## src/design/assert_macros.svh

```systemverilog
// Assertion macros used by photometric_cost_volume_update.sv.
`ifndef ASSERT_MACROS_SVH
`define ASSERT_MACROS_SVH
`ifndef NO_ASSERTIONS
`define PCVU_ASSERT(label, clk, rst_n, expr) \
  label: assert property (@(posedge clk) disable iff (!rst_n) (expr)) \
    else $error("assertion failed");
`define PCVU_ASSERT_NEXT(label, clk, rst_n, ante, cons) \
  label: assert property (@(posedge clk) disable iff (!rst_n) (ante) |=> (cons)) \
    else $error("assertion failed");
`else
`define PCVU_ASSERT(label, clk, rst_n, expr)
`define PCVU_ASSERT_NEXT(label, clk, rst_n, ante, cons)
`endif
`endif

```

## src/design/pcvu_ram.sv

```systemverilog
module pcvu_ram #(
  parameter int WIDTH = 8,
  parameter int DEPTH = 16
) (
  input  logic                                   clk,
  input  logic                                   we,
  input  logic [(DEPTH > 1 ? $clog2(DEPTH) : 1)-1:0] waddr,
  input  logic [WIDTH-1:0]                       wdata,
  input  logic                                   re,
  input  logic [(DEPTH > 1 ? $clog2(DEPTH) : 1)-1:0] raddr,
  output logic [WIDTH-1:0]                       rdata
);

  logic [WIDTH-1:0] mem [DEPTH];

  always_ff @(posedge clk) begin
    if (we) begin
      mem[waddr] <= wdata;
    end
    if (re) begin
      rdata <= mem[raddr];
    end
  end

endmodule

```

## config.mk

```make
export PLATFORM = sky130hd
export DESIGN_NAME = pcvu_ram
export DESIGN_NICKNAME = d
export VERILOG_FILES = /design/src/design/assert_macros.svh /design/src/design/pcvu_ram.sv
export SDC_FILE = /design/constraint.sdc
export NUM_CORES = 1
export LEC_CHECK = 0
export ABC_CLOCK_PERIOD_IN_PS = 1900
export BUFFER_PORTS_ARGS = -buffer_cell sky130_fd_sc_hd__buf_2
export CORE_MARGIN = 1.5
export CORE_UTILIZATION = 37
export DETAILED_ROUTE_END_ITERATION = 12
export PLACE_DENSITY = 0.51
export SLEW_MARGIN = 20
export SYNTH_ARGS = -nofsm -noshare
export SYNTH_HDL_FRONTEND = slang
export SYNTH_SLANG_ARGS = --single-unit
export TNS_END_PERCENT = 50
```

## constraint.sdc

```tcl
create_clock -name clk -period 1.9 [get_ports clk]
set_input_delay 0.095 -clock clk [delete_from_list [all_inputs] [get_ports clk]]
set_output_delay 0.095 -clock clk [all_outputs]
set_load 0.005 [all_outputs]
```

==> reports/qor.txt, run 1 <==
initial drt markers -> 199
Req. time, crit path -> 2.06 ns
max-slew violation count -> 0
post-synthesis sequential element count -> 136
FF-to-FF setup slack -> 0.38 ns
PD cells -> 1120 mW/mm2
die height -> 122 um
Post-CTS Setup Inserts -> 0
Mapped Area -> 0.00523 mm2
DRC violations left -> 0
largest net degree at the start of global routing -> 33
clk_lat worst skew -> 0.41 ns
layout cells sized above 1 -> 32.1%
Max-Cap Viols -> 0
reg-to-reg startpoint -> mem[5][0]
dpl hpwl -> 6680 um
TritonCTS Sinks -> 136
initial antenna violation count -> 0
Root Buffer -> clkbuf_16
Routed WL -> 10300 um
CTS resizes -> 0
RSZ-0062 raised after global routing -> false
Max Freq -> 656 MHz
FF-to-FF End -> rdata[0]
die area -> 0.0149 mm2
GPL Wtd Cong -> 0.676
# IOs -> 27
CTS Buffer Depth -> 2
Peak VDD IR -> 0.578 mV
P_leak -> 2.13 nW
Core ar. -> 0.0138 mm2
TritonCTS buffer count -> 17
hold_buf cts -> 0
worst-path maximum fanout -> 1
diodes inserted -> 0
worst rel slew slack -> 73.8%
Finish-stage setup viols -> 0
setup TNS -> 0 ns
Min-Delay Path Depth -> 1
FP Rows -> 43
Detail Route Antenna Nets -> 0
vias per cell -> 5.09
Hold WC Path Type -> in2reg
port bufs -> 26
clock-pin slew on the worst setup and hold paths -> 0.06 ns
Tightest Pin Transition -> 0.393 ns
R2R cell count -> 3
Seq/Total Area, Yosys -> 78.1%
status -> finished clean
final worst-path cycle share -> 80.3%
Util after Layout -> 45.7%
wire per inst -> 21.6 um
CTS tree -> done
starting density of the core -> 37.8%
Worst setup EP type -> flop
first-pass GRT wire length -> 15900 um
Ys Warns -> 0
vias in the first global route -> 2548
CP Launch Type -> flop
CTS H-tree depth -> 4
Yosys cell types -> 18
Avg Inst Size Synth -> 22.8 um2
final hold viol count -> 0
total gr overflow -> 0
GRT Resource Usage Total -> 15.7%
total number of vias -> 2438
WS Path Type -> reg2reg
syn_nets -> 248
Syn Inst Count -> 229
commonest non-fill, non-tap cells in the layout -> 136 x edfxtp_1, 26 x buf_2, 18 x mux4_2, 18 x buf_4, 17 x clkbuf_16
worst hold start -> re
WP data arrival -> 1.69 ns
area grow syn2layout -> 20.9%
Worst Skew -> 0.00940 ns
WHS Endpoint -> rdata[4]
Final min period -> 1.52 ns
most common cell after layout, fill and taps aside -> edfxtp_1
drt first pass iters -> 4
die width -> 122 um
Final nets -> 305
[cell families (layout without fill, tap and decap cells)]
kind of cell           Yosys count  count (layout)  synth area share [%]
flip-flops                     136             136                  78.1
AND/OR/NAND/NOR                 35              35                  3.14
multiplexers                    32              32                  14.8
AO/OA/AOI/OAI                   16              16                  2.30
buffers and inverters           10              80                  1.65
[critical path, cell delays in order (launching register included)]
cell      delay, ns
edfxtp_1       0.34
mux4_1         0.61
a22oi_1        0.25
nand2_1        0.08
[cell usage after synthesis]
master | instances | area share (%)
clkdlybuf4s25_2 | 3 | 0.57
buf_2 | 3 | 0.29
nor3_1 | 4 | 0.38
nor2b_1 | 1 | 0.12
buf_6 | 3 | 0.65
a22oi_1 | 16 | 2.3
or3b_2 | 1 | 0.17
mux4_1 | 14 | 7.0
edfxtp_1 | 136 | 78
nand2_1 | 9 | 0.65
nor2_1 | 13 | 0.93
buf_4 | 1 | 0.14
mux4_2 | 18 | 7.8
nand3b_1 | 2 | 0.29
and2_1 | 1 | 0.12
and2b_1 | 1 | 0.14
nand2b_1 | 2 | 0.24
nand3_1 | 1 | 0.096
[how the worst max path moves through the flow]
stage / startpoint / endpoint / slack [ns]
floorplan: waddr[2] / mem[0][0] / 0.31
global placement: raddr[0] / rdata[2] / 0.14
detailed placement: raddr[0] / rdata[2] / 0.13
CTS: mem[9][2] / rdata[2] / 0.34
global route: mem[10][2] / rdata[2] / 0.24
finish: mem[5][0] / rdata[0] / 0.38
[final cells by class]
type	instances	area [um2]
Fill cell	1166	7500
Sequential cell	136	4080
Tap cell	180	225
Multi-Input combinational cell	83	1060
Timing Repair Buffer	48	345
Clock inverter	14	181
Clock buffer	18	429
[sequential cells by signal, summed over array words and instances, names as in the netlist]
| name | flops |
|---|---|
| mem | 128 |
| rdata | 8 |
[where the power goes]
group | total, mW | switching [mW] | internal (mW)
clock network | 3.34 | 1.17 | 2.18
logic | 0.329 | 0.187 | 0.142
registers | 3.40 | 0.0140 | 3.38
[per-stage QoR]
| step | power, mW | instance area, um2 | cells | setup WS [ns] | hold slack (ns) |
|---|---|---|---|---|---|
| after floorplan | 3.63 | 5230 | 229 | 0.312 | 0.194 |
| after global routing | 7.29 | 6320 | 479 | 0.241 | 0.0300 |
| after global placement | 3.79 | 5710 | 447 | 0.135 | 0.472 |
| after detailed placement | 3.80 | 5710 | 447 | 0.131 | 0.475 |
| final | 7.07 | 6320 | 479 | 0.375 | 0.0494 |
| after CTS | 7.13 | 6320 | 479 | 0.337 | 0.0388 |
[layer usage]
metal  vias to the layer above  global-route usage, %  share of wire [%]
met5                         -                      0                  0
met4                         0                   5.74                1.6
met3                        11                   5.15                4.3
met2                        63                   23.0                 47
met1                      1271                   22.1                 47
li1                       1093                      -                  -
Power figures use the tool's default switching activity.
==> run 2: changes to the inputs <==
--- a/config.mk
+++ b/config.mk
@@ -5,12 +5,12 @@
 export SDC_FILE = /design/constraint.sdc
 export NUM_CORES = 1
 export LEC_CHECK = 0
-export ABC_CLOCK_PERIOD_IN_PS = 1900
+export ABC_CLOCK_PERIOD_IN_PS = 1370
 export BUFFER_PORTS_ARGS = -buffer_cell sky130_fd_sc_hd__buf_2
 export CORE_MARGIN = 1.5
 export CORE_UTILIZATION = 37
 export DETAILED_ROUTE_END_ITERATION = 12
-export PLACE_DENSITY = 0.51
+export PLACE_DENSITY = 0.53
 export SLEW_MARGIN = 20
 export SYNTH_ARGS = -nofsm -noshare
 export SYNTH_HDL_FRONTEND = slang
==> constraint.sdc (replaced) <==
create_clock -name clk -period 1.37 [get_ports clk]
set_input_delay 0.0685 -clock clk [delete_from_list [all_inputs] [get_ports clk]]
set_output_delay 0.0685 -clock clk [all_outputs]
set_load 0.005 [all_outputs]
==> reports/qor.txt, run 2 (synthesized netlist as in run 1, its figures left out) <==
first-pass GRT wire length -> 16800 um (+5.4%)
internal power -> 8.10 mW (+42%)
initial drt markers -> 179 (-10%)
power share of the sequential group -> 47.0% (-1.0 points)
Worst path max stage delay -> 0.49 ns (-0.12 ns)
worst-path maximum fanout -> 1 (unchanged)
layout cells sized above 1 -> 39.7% (+7.6 points)
WS Path Type -> reg2reg
violated checks -> negative setup slack
final instance area -> 0.00637 mm2 (+0.69%)
GRT Resource Usage Total -> 16.6% (+0.90 points)
Detail Route Antenna Nets -> 0 (unchanged)
status -> finished, violations left
Worst Skew -> 0.00565 ns (-0.00375 ns)
FP Rows -> 43 (unchanged)
Sw Pwr -> 1.94 mW (+42%)
crit path buf inv count -> 0 (unchanged)
max reg flops -> 128 (unchanged)
final worst-path cycle share -> 103% (+22 points)
CP Launch Type -> flop
worst rel slew slack -> 40.7% (-33 points)
wire per inst -> 22.6 um (+4.7%)
TritonCTS Sinks -> 136 (unchanged)
Final nets -> 306 (+0.33%)
Logic pwr share -> 4.7% (about the same)
vias in the first global route -> 2648 (+3.9%)
overall power -> 10.0 mW (+42%)
commonest non-fill, non-tap cells in the layout -> 136 x edfxtp_1, 29 x mux4_2, 26 x buf_2
initial antenna violation count -> 0 (unchanged)
met1 Track Usage GR -> 22.9% (+0.75 points)
vias per cell -> 5.11 (+0.41%)
P_leak -> 2.11 nW (-1.1%)
TritonCTS buffer count -> 17 (unchanged)
Filler Cell Count -> 1174 (+0.69%)
Hold WC Path Type -> in2reg
diodes inserted -> 0 (unchanged)
Worst setup EP type -> flop
drt first pass iters -> 4 (unchanged)
Finish-stage setup viols -> 5 (+5)
PD cells -> 1580 mW/mm2 (+41%)
Reg area -> 0.00408 mm2 (unchanged)
Peak VDD IR -> 0.732 mV (+27%)
setup ws final -> -0.0363 ns (-0.411 ns)
GPL Wtd Cong -> 0.675 (-0.10%)
Reg with most FFs -> mem
Tightest Pin Transition -> 0.888 ns (+0.494 ns)
Max-Cap Viols -> 0 (unchanged)
grt peak-use layer -> met2
pre-CTS WS -> -0.295 ns (-0.425 ns)
Routed WL -> 10800 um (+4.9%)
dpl hpwl -> 6970 um (+4.4%)
die area -> 0.0149 mm2 (unchanged)
kind of cell adding the most delay to the critical path -> multiplexers
cells along the critical path -> mux4_2 -> a22oi_2 -> nand2_1
area grow syn2layout -> 21.8%
WP data arrival -> 1.57 ns (-0.12 ns)
RSZ-0062 raised after global routing -> true
CTS Buffer Depth -> 2 (unchanged)
largest net degree at the start of global routing -> 18 (-45%)
Root Buffer -> clkbuf_16
max-slew violation count -> 0 (unchanged)
met2 Usage GRT -> 24.5% (+1.5 points)
clk_lat worst skew -> 0.42 ns (about the same)
total number of vias -> 2453 (+0.62%)
Req. time, crit path -> 1.54 ns (-0.52 ns)
# IOs -> 27 (unchanged)
Core ar. -> 0.0138 mm2 (unchanged)
met3 GRT Util -> 4.40% (-0.75 points)
Largest regs -> mem (128), rdata (8)
final hold viol count -> 0 (unchanged)
CTS H-tree depth -> 4 (unchanged)
clock power share -> 48.3% (+1.0 points)
footprint of the multi-input gates -> 0.00107 mm2 (+1.3%)
DP Area -> 0.00572 mm2 (+0.22%)
CTS tree -> done
DRC violations left -> 0 (unchanged)
switch share -> 19.4% (about the same)
die width -> 122 um (unchanged)
die height -> 122 um (unchanged)
Final min period -> 1.41 ns (-0.119 ns)
starting density of the core -> 37.8% (unchanged)
Max Freq -> 711 MHz (+8.4%)
clock-pin slew on the worst setup and hold paths -> 0.06 ns (about the same)
Slowest-stage cell, CP -> mux4_2
port bufs -> 26 (unchanged)
most common cell after layout, fill and taps aside -> edfxtp_1
total gr overflow -> 0 (unchanged)
==> run 2: cell count changes in the layout (fill, tap and decap cells not counted) <==
cell and change:
clkbuf_1 -1, clkinv_1 +1, clkinvlp_4 -1, nor3_1 -1, bufinv_16 +1, a22oi_1 -10
mux4_2 +11, mux4_1 -11, buf_4 +1, nor3_2 +1, a22oi_2 +10
==> run 2: what timing repair did <==
action / in CTS / in global routing
buffers inserted: 0 / 0
resized for setup: 14 / 7
setup endpoints to repair: 8 / 8
hold buffers: 0 / 0
pin swaps: 6 / 7
==> run 2: cell type report <==
| type | instances | share of cell area (%) |
|---|---|---|
| flip-flops and latches | 136 | 64.2 |
| clock inverters | 15 | 3.26 |
| clock buffers | 17 | 6.68 |
| repair buffers | 49 | 5.54 |
| well taps | 180 | 3.54 |
| multi-input cells | 83 | 16.8 |
==> run 2: routing by layer <==
layer	share of wire, %	vias to the layer above	routed length, um
met2	47	68	5090
met1	47	1282	5050
met4	2.0	0	218
li1	-	1084	-
met3	4.5	19	483
met5	0	-	0
==> run 2: power by group through the flow <==
stage | Sequential (mW) | Combinational [mW] | Clock [mW]
floorplan | 4.79 | 0.237 | 0
global placement | 4.80 | 0.450 | 0
detailed placement | 4.80 | 0.460 | 0
CTS | 4.72 | 0.478 | 4.93
global route | 4.72 | 0.523 | 5.14
finish | 4.72 | 0.475 | 4.84
==> run 2: worst paths after layout <==
path / slack [ns] / depth (start not counted) / start / endpoint
min reg2reg: 0.75 / 3 / mem[8][3] / rdata[3]
min: 0.03 / 1 / re / rdata[3]
max: -0.04 / 3 / mem[2][3] / rdata[3]
max reg2reg: -0.04 / 3 / mem[2][3] / rdata[3]
==> run 2: stage by stage <==
stage               std cells  hold WS [ns]  utilization (%)  TNS (ns)
floorplan                 229         0.167                -         0
global placement          448         0.453             41.4     -1.76
detailed placement        448         0.459             41.4     -1.96
CTS                       480        0.0138             45.9    -0.345
global route              480        0.0172             46.0    -0.525
finish                    480        0.0266             46.0    -0.141
==> run 3: changes to the inputs <==
--- a/config.mk
+++ b/config.mk
@@ -9,8 +9,10 @@
 export BUFFER_PORTS_ARGS = -buffer_cell sky130_fd_sc_hd__buf_2
 export CORE_MARGIN = 1.5
 export CORE_UTILIZATION = 37
+export CTS_BUF_LIST = sky130_fd_sc_hd__clkbuf_16
 export DETAILED_ROUTE_END_ITERATION = 12
 export PLACE_DENSITY = 0.53
+export SETUP_SLACK_MARGIN = 0.2
 export SLEW_MARGIN = 20
 export SYNTH_ARGS = -nofsm -noshare
 export SYNTH_HDL_FRONTEND = slang
==> reports/qor.txt, run 3 (synthesized netlist as in run 1, its figures left out) <==
Root Buffer -> clkbuf_16
CTS H-tree depth -> 4 (unchanged)
largest net degree at the start of global routing -> 17 (-1)
crit path buf inv count -> 1 (+1)
reg-to-reg startpoint -> mem[11][5]
switch share -> 19.0% (-0.39 points)
Max-Cap Viols -> 0 (unchanged)
WS Path Type -> reg2reg
FP Rows -> 43 (unchanged)
final hold viol count -> 0 (unchanged)
WHS Endpoint -> rdata[0]
internal power -> 8.53 mW (+5.3%)
max reg flops -> 128 (unchanged)
final worst-path cycle share -> 105% (+2.6 points)
Detail Route Antenna Nets -> 0 (unchanged)
R2R cell count -> 4 (+1)
CTS tree -> done
cells along the critical path -> mux4_2 -> a22oi_2 -> buf_4 -> nand2_1
final instance area -> 0.00651 mm2 (+2.2%)
Final min period -> 1.44 ns (+0.0353 ns)
GPL Wtd Cong -> 0.710 (+5.2%)
first-pass GRT wire length -> 16200 um (-3.5%)
worst-path maximum fanout -> 1 (unchanged)
Hold WC Path Type -> in2reg
initial drt markers -> 202 (+13%)
FF-to-FF End -> rdata[5]
Reg with most FFs -> mem
DRC violations left -> 0 (unchanged)
die height -> 122 um (unchanged)
setup TNS -> -0.255 ns (-0.114 ns)
port bufs -> 26 (unchanged)
Req. time, crit path -> 1.53 ns (about the same)
Routed WL -> 10500 um (-2.9%)
Worst Skew -> 0.00779 ns (+0.00214 ns)
drt first pass iters -> 4 (unchanged)
RSZ-0062 raised after global routing -> true
starting density of the core -> 37.8% (unchanged)
power share of the sequential group -> 44.8% (-2.2 points)
Slowest-stage cell, CP -> mux4_2
violated checks -> negative setup slack
WP data arrival -> 1.60 ns (+0.03 ns)
area grow syn2layout -> 24.5%
minimum hold slack -> 0.0415 ns (+0.0150 ns)
Worst setup EP type -> flop
Max Freq -> 694 MHz (-2.4%)
worst hold start -> re
Logic pwr share -> 4.7% (about the same)
CP Launch Type -> flop
most common cell after layout, fill and taps aside -> edfxtp_1
setup ws final -> -0.0716 ns (-0.0353 ns)
vias per cell -> 5.06 (-0.95%)
CTS Buffer Depth -> 2 (unchanged)
Largest regs -> mem (128), rdata (8)
die area -> 0.0149 mm2 (unchanged)
wire per inst -> 21.8 um (-3.5%)
Min-Delay Path Depth -> 1 (unchanged)
Core ar. -> 0.0138 mm2 (unchanged)
layout cells sized above 1 -> 40.4% (+0.73 points)
DP Area -> 0.00579 mm2 (+1.2%)
vias in the first global route -> 2616 (-1.2%)
worst rel slew slack -> 41.9% (+1.3 points)
P_leak -> 2.16 nW (+2.6%)
GRT Resource Usage Total -> 15.8% (-0.84 points)
TritonCTS buffer count -> 17 (unchanged)
Tightest Pin Transition -> 0.868 ns (-0.0201 ns)
clock-pin slew on the worst setup and hold paths -> 0.06 ns (about the same)
TritonCTS Sinks -> 136 (unchanged)
FF-to-FF setup slack -> -0.07 ns (-0.04 ns)
kind of cell adding the most delay to the critical path -> multiplexers
clock power share -> 50.5% (+2.2 points)
total gr overflow -> 0 (unchanged)
clk_lat worst skew -> 0.41 ns (about the same)
Final nets -> 308 (+0.65%)
Peak VDD IR -> 1.08 mV (+48%)
# IOs -> 27 (unchanged)
initial antenna violation count -> 1 (+1)
commonest non-fill, non-tap cells in the layout -> 136 x edfxtp_1, 32 x mux4_2, 26 x buf_2
max-slew violation count -> 0 (unchanged)
PD cells -> 1620 mW/mm2 (+2.6%)
Worst path max stage delay -> 0.48 ns (about the same)
Sw Pwr -> 2.00 mW (+2.7%)
total number of vias -> 2445 (-0.33%)
status -> finished, violations left
Finish-stage setup viols -> 6 (+1)
die width -> 122 um (unchanged)
==> run 3: cell types whose count changed in the layout (fill, tap and decap cells not counted), sizes merged <==
cell,previous run,this run
buf,49,51
diode,0,1
clkinvlp,3,2
clkinv,7,4
bufinv,5,7
inv,0,2
==> run 3: area by class of cell <==
cell class              instances  area, um2
fillers                      1117       7320
flip-flops and latches        136       4080
multi-input cells              83       1040
repair buffers                 51        455
clock buffers                  17        425
clock inverters                15        273
well taps                     180        225
diodes                          1       2.50
==> run 3: worst max-delay path by stage <==
stage                    end  slack (ns)  cells past startpoint       start
CTS                 rdata[5]       -0.08                      4  mem[11][5]
finish              rdata[5]       -0.07                      4  mem[11][5]
global route        rdata[5]       -0.12                      4  mem[11][5]
global placement    rdata[1]       -0.30                      5    raddr[0]
detailed placement  rdata[1]       -0.30                      5    raddr[0]
floorplan           rdata[1]         0.1                      5    raddr[0]
==> run 3: what timing repair did <==
item                       CTS  global route
setup endpoints to repair    8             8
gates resized for setup      3             0
gates cloned                 0             0
pin swaps                    0             0
hold buffers                 0             0
setup buffers                0             0
==> run 3: power by group through the flow <==
stage | Clock (mW) | Sequential (mW) | Combinational, mW
CTS | 5.40 | 4.72 | 0.504
finish | 5.31 | 4.72 | 0.490
global placement | 0 | 4.80 | 0.490
floorplan | 0 | 4.79 | 0.262
global route | 5.56 | 4.73 | 0.533
detailed placement | 0 | 4.81 | 0.497
==> run 3: worst reg2reg max path, delay by kind of cell, from the launching register on <==
kind | cells | cell delay (ns)
AO/OA/AOI/OAI | 1 | 0.18
AND/OR/NAND/NOR | 1 | 0.04
buffers and inverters | 1 | 0.14
flip-flops | 1 | 0.36
multiplexers | 1 | 0.48
==> run 3: layer usage <==
metal	vias to the layer above	wire length, um	GRT usage, %
li1	1094	-	-
met1	1285	4790	21.1
met2	53	5140	25.1
met3	13	434	3.98
met4	0	163	5.96
met5	-	0	0
==> run 3: metrics by stage <==
stage	instances	total power, mW	utilization [%]	worst slack, ns
6_report	483	10.5	47.1	-0.0716
5_1_grt	482	10.8	47.0	-0.118
4_1_cts	482	10.6	47.0	-0.0819
3_5_place_dp	450	5.30	41.9	-0.298
3_3_place_gp	450	5.29	41.9	-0.300
2_1_floorplan	229	5.06	-	0.0990
